$ cat src/hw/rtl/srbs_pkg.sv
// ----------------------------------------------------------------------------
// srbs_pkg: shared types and constants of the sync retry backoff supervisor
// Register map, reset values, status codes and the records that pass
// between the configuration block, the step engine and the top level.
// ----------------------------------------------------------------------------
`default_nettype none

package srbs_pkg;

    localparam int unsigned TIME_W  = 32;
    localparam int unsigned RETRY_W = 31;
    localparam int unsigned ADDR_W  = 4;

    // Register indexes (byte address is four times the index).
    localparam logic [1:0] REG_TIMEOUT   = 2'd0;
    localparam logic [1:0] REG_RETRY_MIN = 2'd1;
    localparam logic [1:0] REG_RETRY_MAX = 2'd2;

    localparam logic [TIME_W-1:0]  TIMEOUT_RST   = 32'd20000;
    localparam logic [RETRY_W-1:0] RETRY_MIN_RST = 31'd5000;
    localparam logic [RETRY_W-1:0] RETRY_MAX_RST = 31'd300000;

    typedef enum logic [1:0] {
        SYNC_VALID   = 2'd0,
        SYNC_BUSY    = 2'd1,
        SYNC_NOT_SET = 2'd2
    } t_sync_status;

    typedef struct packed {
        logic [TIME_W-1:0]  tmo_limit;
        logic [RETRY_W-1:0] retry_min_ms;
        logic [RETRY_W-1:0] retry_max_ms;
    } t_cfg;

    typedef struct packed {
        logic [TIME_W-1:0] now_ms;
        logic              time_valid;
        logic              link_up;
    } t_item;

    typedef struct packed {
        logic              start_sync;
        logic              timed_out;
        logic              interrupted;
        t_sync_status      sync_status;
        logic [TIME_W-1:0] last_attempt_ms;
        logic [TIME_W-1:0] last_success_ms;
        logic [TIME_W-1:0] retry_due_ms;
    } t_result;

endpackage

`default_nettype wire

$ cat src/hw/rtl/srbs_cfg_regs.sv
// ----------------------------------------------------------------------------
// srbs_cfg_regs: configuration registers
// APB-style register file holding the timeout and the backoff limits.
// ----------------------------------------------------------------------------
`default_nettype none

module srbs_cfg_regs (
    input  wire logic                       i_clk,
    input  wire logic                       i_rst_n,
    input  wire logic                       psel,
    input  wire logic                       penable,
    input  wire logic                       pwrite,
    input  wire logic [srbs_pkg::ADDR_W-1:0] paddr,
    input  wire logic [31:0]                pwdata,
    output logic      [31:0]                prdata,
    output logic                            pready,
    output srbs_pkg::t_cfg                  o_cfg
);
    import srbs_pkg::*;

    t_cfg       r_cfg;
    logic       w_wr;
    logic [1:0] w_idx;

    assign pready = 1'b1;
    assign w_wr   = psel & penable & pwrite;
    assign w_idx  = paddr[3:2];
    assign o_cfg  = r_cfg;

    always_ff @(posedge i_clk) begin
        if (!i_rst_n) begin
            r_cfg.tmo_limit    <= TIMEOUT_RST;
            r_cfg.retry_min_ms <= RETRY_MIN_RST;
            r_cfg.retry_max_ms <= RETRY_MAX_RST;
        end else if (w_wr) begin
            if (w_idx == REG_TIMEOUT) begin
                r_cfg.tmo_limit <= pwdata;
            end
            if (w_idx == REG_RETRY_MIN) begin
                r_cfg.retry_min_ms <= pwdata[RETRY_W-1:0];
            end
            if (w_idx == REG_RETRY_MAX) begin
                r_cfg.retry_max_ms <= pwdata[RETRY_W-1:0];
            end
        end
    end

    always_comb begin
        prdata = '0;
        if (w_idx == REG_TIMEOUT) begin
            prdata = r_cfg.tmo_limit;
        end else if (w_idx == REG_RETRY_MIN) begin
            prdata = {1'b0, r_cfg.retry_min_ms};
        end else if (w_idx == REG_RETRY_MAX) begin
            prdata = {1'b0, r_cfg.retry_max_ms};
        end
    end

endmodule

`default_nettype wire

$ cat src/hw/rtl/srbs_engine.sv
// ----------------------------------------------------------------------------
// srbs_engine: supervisor state and single-pass step logic
// Holds the attempt, retry and backoff state and works out one tick's result.
// ----------------------------------------------------------------------------
`default_nettype none

module srbs_engine (
    input  wire logic            i_clk,
    input  wire logic            i_rst_n,
    input  wire logic            i_adv,
    input  wire srbs_pkg::t_item i_item,
    input  wire srbs_pkg::t_cfg  i_cfg,
    output srbs_pkg::t_result    o_result
);
    import srbs_pkg::*;

    logic               r_active,      n_active;
    logic [TIME_W-1:0]  r_start,       n_start;
    logic [TIME_W-1:0]  r_last_att,    n_last_att;
    logic [TIME_W-1:0]  r_last_succ,   n_last_succ;
    logic [TIME_W-1:0]  r_retry_at,    n_retry_at;
    logic [RETRY_W-1:0] r_backoff,     n_backoff;
    logic               r_was_valid,   n_was_valid;

    logic               w_start, w_tmo, w_intr;
    logic               w_gained, w_waiting;
    logic [TIME_W-1:0]  w_elapsed, w_since_retry, w_doubled;

    always_comb begin
        n_active    = r_active;
        n_start     = r_start;
        n_last_att  = r_last_att;
        n_last_succ = r_last_succ;
        n_retry_at  = r_retry_at;
        n_backoff   = r_backoff;
        n_was_valid = r_was_valid;
        w_start     = 1'b0;
        w_tmo       = 1'b0;
        w_intr      = 1'b0;

        w_gained      = !r_was_valid || r_active;
        w_elapsed     = i_item.now_ms - r_start;
        w_since_retry = i_item.now_ms - r_retry_at;
        w_waiting     = (r_retry_at != '0) && w_since_retry[TIME_W-1];
        w_doubled     = {r_backoff, 1'b0};

        if (i_item.time_valid) begin
            n_was_valid = 1'b1;
            n_active    = 1'b0;
            n_backoff   = i_cfg.retry_min_ms;
            n_retry_at  = '0;
            if (w_gained || (r_last_succ == '0)) begin
                n_last_succ = i_item.now_ms;
            end
        end else begin
            n_was_valid = 1'b0;
            if (!i_item.link_up) begin
                if (r_active) begin
                    n_active = 1'b0;
                    w_intr   = 1'b1;
                end
            end else if (r_active) begin
                if (w_elapsed >= i_cfg.tmo_limit) begin
                    n_active   = 1'b0;
                    w_tmo      = 1'b1;
                    n_retry_at = i_item.now_ms + {1'b0, r_backoff};
                    // Doubling saturates at the maximum; from half the maximum up the maximum wins,
                    // else below the minimum the minimum wins even when it exceeds the maximum.
                    if (r_backoff >= {1'b0, i_cfg.retry_max_ms[RETRY_W-1:1]}) begin
                        n_backoff = i_cfg.retry_max_ms;
                    end else if (w_doubled < {1'b0, i_cfg.retry_min_ms}) begin
                        n_backoff = i_cfg.retry_min_ms;
                    end else if (w_doubled > {1'b0, i_cfg.retry_max_ms}) begin
                        n_backoff = i_cfg.retry_max_ms;
                    end else begin
                        n_backoff = w_doubled[RETRY_W-1:0];
                    end
                end
            end else if (!w_waiting) begin
                n_active   = 1'b1;
                n_start    = i_item.now_ms;
                n_last_att = i_item.now_ms;
                w_start    = 1'b1;
            end
        end

        o_result.start_sync      = w_start;
        o_result.timed_out       = w_tmo;
        o_result.interrupted     = w_intr;
        o_result.sync_status     = i_item.time_valid ? SYNC_VALID
                                 : (n_active ? SYNC_BUSY : SYNC_NOT_SET);
        o_result.last_attempt_ms = n_last_att;
        o_result.last_success_ms = n_last_succ;
        o_result.retry_due_ms    = n_retry_at;
    end

    always_ff @(posedge i_clk) begin
        if (!i_rst_n) begin
            r_active    <= 1'b0;
            r_start     <= '0;
            r_last_att  <= '0;
            r_last_succ <= '0;
            r_retry_at  <= '0;
            r_backoff   <= RETRY_MIN_RST;
            r_was_valid <= 1'b0;
        end else if (i_adv) begin
            r_active    <= n_active;
            r_start     <= n_start;
            r_last_att  <= n_last_att;
            r_last_succ <= n_last_succ;
            r_retry_at  <= n_retry_at;
            r_backoff   <= n_backoff;
            r_was_valid <= n_was_valid;
        end
    end

endmodule

`default_nettype wire

$ cat src/hw/rtl/sync_retry_backoff_supervisor.sv
// ----------------------------------------------------------------------------
// sync_retry_backoff_supervisor: time-sync retry timer with exponential backoff
// Each input transfer is one millisecond tick carrying the current time and
// the time-valid and link-up flags; each tick yields exactly one output
// transfer showing the flags of this tick, the sync status and the latest
// attempt, success and retry times. A tick is captured in an input register,
// processed by the step engine and held in an output register,
// so the block sustains one transfer per clock cycle while the output side
// is not stalled; a result passes through the input and output registers
// before it is offered. The input side keeps accepting while a finished
// result waits to be taken, and stalls only when both registers are full.
// Times wrap modulo 2^32 and the pending-retry check uses the signed
// difference to the retry time. The user writes the timeout and the backoff
// limits over the APB-style port only while the block is idle; the block does
// not enforce this. A new minimum takes effect at the next success or clamp.
// ----------------------------------------------------------------------------
`default_nettype none

module sync_retry_backoff_supervisor (
    input  wire logic        i_clk,
    input  wire logic        i_rst_n,
    // Input stream
    input  wire logic        i_s_axis_tvalid,
    output logic             o_s_axis_tready,
    input  wire logic [31:0] i_s_axis_tdata,   // [31:0] now_ms
    input  wire logic [1:0]  i_s_axis_tuser,   // [0] time_valid, [1] link_up
    // Output stream
    output logic             o_m_axis_tvalid,
    input  wire logic        i_m_axis_tready,
    // [31:0] last_attempt_ms, [63:32] last_success_ms, [95:64] retry_due_ms
    output logic [95:0]      o_m_axis_tdata,
    // [0] start_sync, [1] timed_out, [2] interrupted, [4:3] sync_status
    output logic [4:0]       o_m_axis_tuser,
    // Configuration port
    input  wire logic        psel,
    input  wire logic        penable,
    input  wire logic        pwrite,
    input  wire logic [3:0]  paddr,
    input  wire logic [31:0] pwdata,
    output logic      [31:0] prdata,
    output logic             pready
);
    import srbs_pkg::*;

    t_cfg    w_cfg;
    t_item   r_in;
    logic    r_in_valid;
    t_result w_result;
    t_result r_out;
    logic    r_out_valid;
    logic    w_adv;

    srbs_cfg_regs u_cfg (
        .i_clk   (i_clk),
        .i_rst_n (i_rst_n),
        .psel    (psel),
        .penable (penable),
        .pwrite  (pwrite),
        .paddr   (paddr),
        .pwdata  (pwdata),
        .prdata  (prdata),
        .pready  (pready),
        .o_cfg   (w_cfg)
    );

    // The held tick is processed when the output register is free or is
    // being emptied in the same cycle.
    assign w_adv           = r_in_valid && (!r_out_valid || i_m_axis_tready);
    assign o_s_axis_tready = !r_in_valid || w_adv;

    always_ff @(posedge i_clk) begin
        if (!i_rst_n) begin
            r_in_valid <= 1'b0;
        end else if (o_s_axis_tready) begin
            r_in_valid <= i_s_axis_tvalid;
        end
    end

    always_ff @(posedge i_clk) begin
        if (o_s_axis_tready && i_s_axis_tvalid) begin
            r_in.now_ms     <= i_s_axis_tdata;
            r_in.time_valid <= i_s_axis_tuser[0];
            r_in.link_up    <= i_s_axis_tuser[1];
        end
    end

    srbs_engine u_engine (
        .i_clk    (i_clk),
        .i_rst_n  (i_rst_n),
        .i_adv    (w_adv),
        .i_item   (r_in),
        .i_cfg    (w_cfg),
        .o_result (w_result)
    );

    always_ff @(posedge i_clk) begin
        if (!i_rst_n) begin
            r_out_valid <= 1'b0;
        end else if (w_adv) begin
            r_out_valid <= 1'b1;
        end else if (i_m_axis_tready) begin
            r_out_valid <= 1'b0;
        end
    end

    always_ff @(posedge i_clk) begin
        if (w_adv) begin
            r_out <= w_result;
        end
    end

    assign o_m_axis_tvalid = r_out_valid;
    assign o_m_axis_tdata  = {r_out.retry_due_ms, r_out.last_success_ms,
                              r_out.last_attempt_ms};
    assign o_m_axis_tuser  = {r_out.sync_status, r_out.interrupted,
                              r_out.timed_out, r_out.start_sync};

endmodule

`default_nettype wire

$ cat config.mk
export PLATFORM = sky130hd
export DESIGN_NAME = sync_retry_backoff_supervisor
export DESIGN_NICKNAME = d
export VERILOG_FILES = /design/src/hw/rtl/srbs_pkg.sv /design/src/hw/rtl/srbs_cfg_regs.sv /design/src/hw/rtl/srbs_engine.sv /design/src/hw/rtl/sync_retry_backoff_supervisor.sv
export SDC_FILE = /design/constraint.sdc
export NUM_CORES = 1
export LEC_CHECK = 0
export BUFFER_PORTS_ARGS = -buffer_cell sky130_fd_sc_hd__buf_2
export CAP_MARGIN = 20
export CORE_MARGIN = 2
export CORE_UTILIZATION = 50
export CTS_CLUSTER_DIAMETER = 100
export DETAILED_ROUTE_END_ITERATION = 6
export GPL_TIMING_DRIVEN = 0
export PLACE_DENSITY = 0.78
export RECOVER_POWER = 25
export SYNTH_ARGS = -nofsm -noshare
export SYNTH_HDL_FRONTEND = slang
export SYNTH_SLANG_ARGS = --single-unit
$ cat constraint.sdc
create_clock -name i_clk -period 5.4 [get_ports i_clk]
set_input_delay 0.81 -clock i_clk [delete_from_list [all_inputs] [get_ports i_clk]]
set_output_delay 0.81 -clock i_clk [all_outputs]
set_load 0.01 [all_outputs]
* Word-level counts from Yosys, hierarchy flattened
Index checks and enable logic that the tools add are counted.
** Word-level totals
- Bits in registers :: 392
- Input bits :: 77
- Output and inout bits :: 136
- Logic and storage cells :: 93
** Cells by class
- Add/sub/neg operators :: 3
- $lt $le $gt $ge :: 4
- Eq/ne operators :: 2
- Multiplexer cells :: 31
- Bitwise operators :: 6
- Reduce and logical (&&, ||, !) cells :: 25
** Operator list (number)
- $mux W32 :: 12
- $mux W31 :: 8
- $sub A32 B32 Y32 :: 2
- $add A32 B31 Y32 :: 1
- $ge A32 B32 Y1 :: 1
- $gt A32 B31 Y1 :: 1
- $logic_not A32 Y1 :: 1
- $lt A32 B31 Y1 :: 1
- $reduce_bool A32 Y1 :: 1
- $ge A31 B30 Y1 :: 1
- $mux W1 :: 10
- $reduce_bool A2 Y1 :: 4
- $reduce_and A2 Y1 :: 3
- $reduce_or A3 Y1 :: 2
- $reduce_and A5 Y1 :: 1
- $logic_or A1 B1 Y1 :: 4
- $not A1 Y1 :: 4
- $reduce_and A4 Y1 :: 1
- $logic_and A1 B1 Y1 :: 3
- $logic_not A1 Y1 :: 3
- $and A1 B1 Y1 :: 2
- $eq A2 B1 Y1 const B :: 1
- $eq A2 B2 Y1 const B :: 1
- $logic_not A2 Y1 :: 1
- other kinds (2) :: 2

* Logic depth before layout (Yosys ltp)
- Depth in word-level cells :: 8
- Gate-level depth with buffers :: 25
- Gate-level depth less buffers :: 23

* Modules after synthesis
A second synthesis with hierarchy kept.
** Second synthesis, totals
- Cell total of the unflattened synthesis :: 2520
- Area, all modules :: 22913.2 µm²
** By module, submodules not included
- srbs_engine :: instances 1, cells each 1910, area each 14518.9 µm², sequential area each 3223.1 µm²
- srbs_cfg_regs :: instances 1, cells each 466, area each 4236.6 µm², sequential area each 1881.8 µm²
- sync_retry_backoff_supervisor :: instances 1, cells each 144, area each 4157.7 µm², sequential area each 4093.9 µm²

* Worst setup path before layout
No wires, ideal clock.
- Kind :: input to register
- Start :: input port i_m_axis_tready
- End :: register r_out (netlist bit o_m_axis_tdata[0]), enable pin
- Setup time :: 0.504 ns
- Data arrival time :: 4.417 ns
- Required time :: 4.896 ns
- Setup slack :: 0.478 ns
- Stages on the path :: 6
- Path buffers :: 3
- Cell sequence :: nor2b_1 -> nand2b_1 -> clkbuf_1 -> inv_1 -> clkbuf_1 -> buf_1
** On the way
- Cells in the longest elaborated chain, start to end :: 2
** RTL lines
- start, declared :: RTL line sync_retry_backoff_supervisor.sv:29 : input wire logic i_m_axis_tready,
- $logic_or A1 B1 Y1 :: RTL line sync_retry_backoff_supervisor.sv:68 : assign w_adv = r_in_valid && (!r_out_valid || i_m_axis_tready);
- $logic_and A1 B1 Y1 :: RTL line sync_retry_backoff_supervisor.sv:68
- via u_engine.i_adv :: RTL line srbs_engine.sv:10 : input wire logic i_adv,
- end signal, assigned :: RTL line sync_retry_backoff_supervisor.sv:108 : r_out <= w_result;
- end, declared :: RTL line sync_retry_backoff_supervisor.sv:49 : t_result r_out;
The timed path passes the listed nets, and every way through them passes these cells.
A chain may end at the register's enable or synchronous reset.

* Final worst setup path
- Start :: register r_in[5] (netlist name)
- End :: register u_engine.r_retry_at[23]
** On the way
- Cells in the longest elaborated chain, start to end :: 6
- Elaborated cells on any way between the ends :: 7
- Those cells by class :: add/sub (2); order compare (1); mux (4)
** RTL lines
- start, declared :: RTL line sync_retry_backoff_supervisor.sv:46 : t_item r_in;
- $sub A32 B32 Y32 :: RTL line srbs_engine.sv:42 : w_elapsed = i_item.now_ms - r_start;
- $ge A32 B32 Y1 :: RTL line srbs_engine.sv:63 : if (w_elapsed >= i_cfg.tmo_limit) begin
- $mux W32 * :: RTL line srbs_engine.sv:63
- $mux W32 * :: RTL line srbs_engine.sv:62 : end else if (r_active) begin
- $mux W32 * :: RTL line srbs_engine.sv:57 : if (!i_item.link_up) begin
- $mux W32 * :: RTL line srbs_engine.sv:47 : if (i_item.time_valid) begin
- via u_engine.n_retry_at[23] :: RTL line srbs_engine.sv:21 : logic [TIME_W-1:0] r_retry_at, n_retry_at;
- end signal, assigned :: RTL line srbs_engine.sv:111 : r_retry_at <= n_retry_at;
- end, declared :: RTL line srbs_engine.sv:21
The timed path passes the listed nets; every way through them passes the cells marked *.

==> flow_summary.yaml <==
run_status:
  status: "finished, violations left"
  violations: "capacitance limit, slew limit, setup timing"
synthesis:
  yosysUniqueCellTypes: 91
  yosys-top-cells-area: "dfxtp_1, edfxtp_1, ha_1"
  yosysMostFrequentCell: "nand2_1"
  ys_ff_latch: 392
  synth_edf_count: 135
  synth.avg_cell_area_um2: 9.194
  synthCells: 2397
  yosys.area.top_type_share: 0.2335
  synth_common_cells: "nand2_1, dfxtp_1, ha_1, inv_1, nor2_1"
  synth_top_cell_by_area: "dfxtp_1"
  async_reset_ff_frac: 0
  synth.net_count: 2661
  synthFlopType: "dfxtp_1"
  syn-cell-area_um2: 22040
  yosys_warnings: 0
  yosysSeqAreaShare: 0.4174
power:
  peakVddDrop_mv: 0.2462
  power_switching_w: 0.002187
  power_switching_share: 0.2892
  power_density_nw_per_um2: 293.2
  comb_power_share: 0.176
  intPower_w: 0.005375
  total_power_w: 0.007562
  clkPwrFrac: 0.390
  power_frac_seq: 0.434
  power.leakage_nw: 10.21
clock_tree:
  cts_buffers: 42
  tritoncts: "built"
  clk_latency_ns: 0.59
  path_clk_slew_ns: 0.06
  cts.sinks: 392
  clock_tree.root_cell: "clkbuf_16"
  clk_path_buf_depth: 3
  htree_num_levels: 2
drt:
  vias: 19940
  wl_mm: 71.39
  drtIter0Drc: 1908
  firstDrtPassIters: 5
  wire_per_inst_um: 21.59
  via_per_inst: 6.030
  ant_nets: 0
  drc_errors: 0
cells_and_area:
  nFillCells: 3753
  area_growth_pct: 17.03
  n_antenna_cell: 0
  utilization: 0.5961
  drive_above_1_share: 0.1327
  seqCellArea_um2: 9199
  multi_input_area_um2: 11860
  fin_nets: 2951
setup_path:
  max_stage_delay_ns: 0.55
  cp.arrival_ns: 5.96
  worst-path-max-fanout: 6
  path_cells: "ha_1 -> o21a_1 -> o31a_1 -> o41a_1 -> o41ai_4 -> a211o_2 -> a31oi_4 -> nor3_2 -> nor2_2 -> xor2_1 -> ha_1 -> a21o_1 -> a21o_1 -> a2111oi_4 -> o21ai_2 -> a31o_4 -> nor2_4 -> buf_8 -> buf_6 -> buf_4 -> a22o_1 -> o21a_1"
  critPathKind: "flip-flop to flip-flop"
  crit_family: "compound AO/OA/AOI/OAI gates"
  crit_required_ns: 5.91
  cp.buffers_inverters: 3
  start_kind: "flip-flop"
  slowest_stage: "edfxtp_1"
  crit_path_end_kind: "flip-flop"
die:
  rows: 76
  fp.dieArea_um2: 45770
  boundaryPins: 213
  initial_core_util: 0.5094
  coreArea_um2: 43270
  dieHeight_um: 213.9
  die_w_um: 213.9
timing:
  finalClockSkew_ns: 0.03271
  setup-violations-final: 14
  drv_slew: 35
  rsz0062_at_grt: "true"
  setup_ws_ns: -0.05389
  period_needed_ns: 5.454
  min_period_over_period: 1.010
  max_slew_margin: -0.6304
  max_freq_mhz: 183.4
  worst_pin_slew_ns: 2.446
  hold_viol: 0
global_route:
  grt_pass1_vias: 19170
  overflow: 0
  grt_util_met3: 0.04076
  grt_pass1_wl_mm: 108.2
  met2_usage: 0.4778
  grt_max_degree: 48
  busiest_layer: "met2"
  antenna_found_initial: 1
  grt_usage: 0.2995
  use_met1: 0.4104
place:
  gp_congestion: 0.9687
  io_buffers: 209
  dp_hpwl_mm: 53.77
flow_run:
  maxCapViolations: 1
min_path:
  hold_path_class: "input port to flip-flop"
stage by stage:
stage	hold WS (ns)	std cells	setup slack [ns]	setup TNS, ns	cell area (um2)
global placement	0.4416	3191	-0.9535	-149.47	23820
CTS	0.3753	3285	0.001225	0	25530
finish	0.3946	3306	-0.05389	-0.3627	25790
detailed placement	0.4463	3195	-0.8425	-58.13	23870
floorplan	0.4285	2397	0.4782	0	22040
global route	0.3912	3306	-0.1741	-5.155	25790
worst reg2reg max path, stage by stage, from the launching register on:
cell and delay, ns:
edfxtp_1 0.55, ha_1 0.41, o21a_1 0.12, o31a_1 0.12, o41a_1 0.50, o41ai_4 0.43
a211o_2 0.26, a31oi_4 0.11, nor3_2 0.23, nor2_2 0.07, xor2_1 0.18, ha_1 0.33
a21o_1 0.19, a21o_1 0.19, a2111oi_4 0.31, o21ai_2 0.16, a31o_4 0.28, nor2_4 0.23
buf_8 0.17, buf_6 0.14, buf_4 0.12, a22o_1 0.17, o21a_1 0.12
power by group through the flow:
stage | Combinational, W | Sequential [W] | Clock (W)
final | 0.00133 | 0.00328 | 0.00295
after global placement | 0.00120 | 0.00335 | 0
after global routing | 0.00144 | 0.00329 | 0.00309
after floorplan | 0.000838 | 0.00332 | 0
after CTS | 0.00128 | 0.00328 | 0.00298
after detailed placement | 0.00124 | 0.00334 | 0
cell type report:
cell class	count	area share
Multi-Input combinational cell	1693	0.4597
Sequential cell	392	0.3567
Timing Repair Buffer	247	0.04982
Clock buffer	56	0.04720
Tap cell	585	0.02838
Inverter	192	0.02794
Buffer	119	0.02270
Clock inverter	22	0.007568
cells in the final DEF (no fill, tap or decap), drive strengths merged, types with 21 or more instances in the layout:
| cell | n |
|---|---|
| nand2 | 312 |
| dfxtp | 257 |
| clkbuf | 220 |
| buf | 202 |
| inv | 190 |
| ha | 185 |
| nor2 | 175 |
| a21oi | 169 |
| edfxtp | 135 |
| o21ai | 96 |
| mux2 | 87 |
| o2bb2ai | 62 |
| nor3 | 52 |
| a21o | 46 |
| nor2b | 34 |
| mux2i | 32 |
| xnor2 | 29 |
| a22o | 29 |
| nand4 | 28 |
| o31ai | 28 |
| o211ai | 27 |
| a221oi | 26 |
| nor4 | 24 |
| nand3 | 22 |
| o21a | 21 |
routing by layer:
layer | part of all wire | wire length (um)
met2 | 0.45 | 32100
met3 | 0.087 | 6229
met1 | 0.43 | 30340
met4 | 0.038 | 2705
met5 | 0.00018 | 13
worst paths after layout:
check                         start  slack [ns]  cells past startpoint                 endpoint
setup / recovery            r_in[5]       -0.05                     22  u_engine.r_retry_at[23]
hold / removal    i_s_axis_tdata[7]        0.39                      1                  r_in[9]
setup reg to reg            r_in[5]       -0.05                     22  u_engine.r_retry_at[23]
hold reg to reg     u_cfg.o_cfg[93]        0.45                      2          u_cfg.o_cfg[93]
kinds of logic (layout without fill, tap and decap cells):
family,after synthesis,in the layout,share of synthesized area
buf+inv,312,636,0.05501
compound gates,619,619,0.1950
simple gates,718,718,0.1472
mux,119,119,0.05899
flops,392,392,0.4174
other cells,1,1,0.0001702
xor+xnor,49,49,0.01947
fa+ha+maj,187,187,0.1068
timing repair:
item,in CTS,in global routing
setup buffers,12,21
gates cloned,0,1
pin swaps,1,23
gates resized for setup,38,60
setup endpoints to repair,96,91
hold buffers,0,0
registers in the layout, indices dropped and copies added, names as in the netlist:
| signal | count |
|---|---|
| o_m_axis_tdata | 96 |
| u_cfg.o_cfg | 94 |
| r_in | 34 |
| u_engine.r_last_att | 32 |
| u_engine.r_last_succ | 32 |
| u_engine.r_retry_at | 32 |
| u_engine.r_start | 32 |
| u_engine.r_backoff | 31 |
| o_m_axis_tuser | 5 |
| o_m_axis_tvalid | 1 |
| r_in_valid | 1 |
| u_engine.r_active | 1 |
| u_engine.r_was_valid | 1 |
Power figures use the tool's default switching activity.
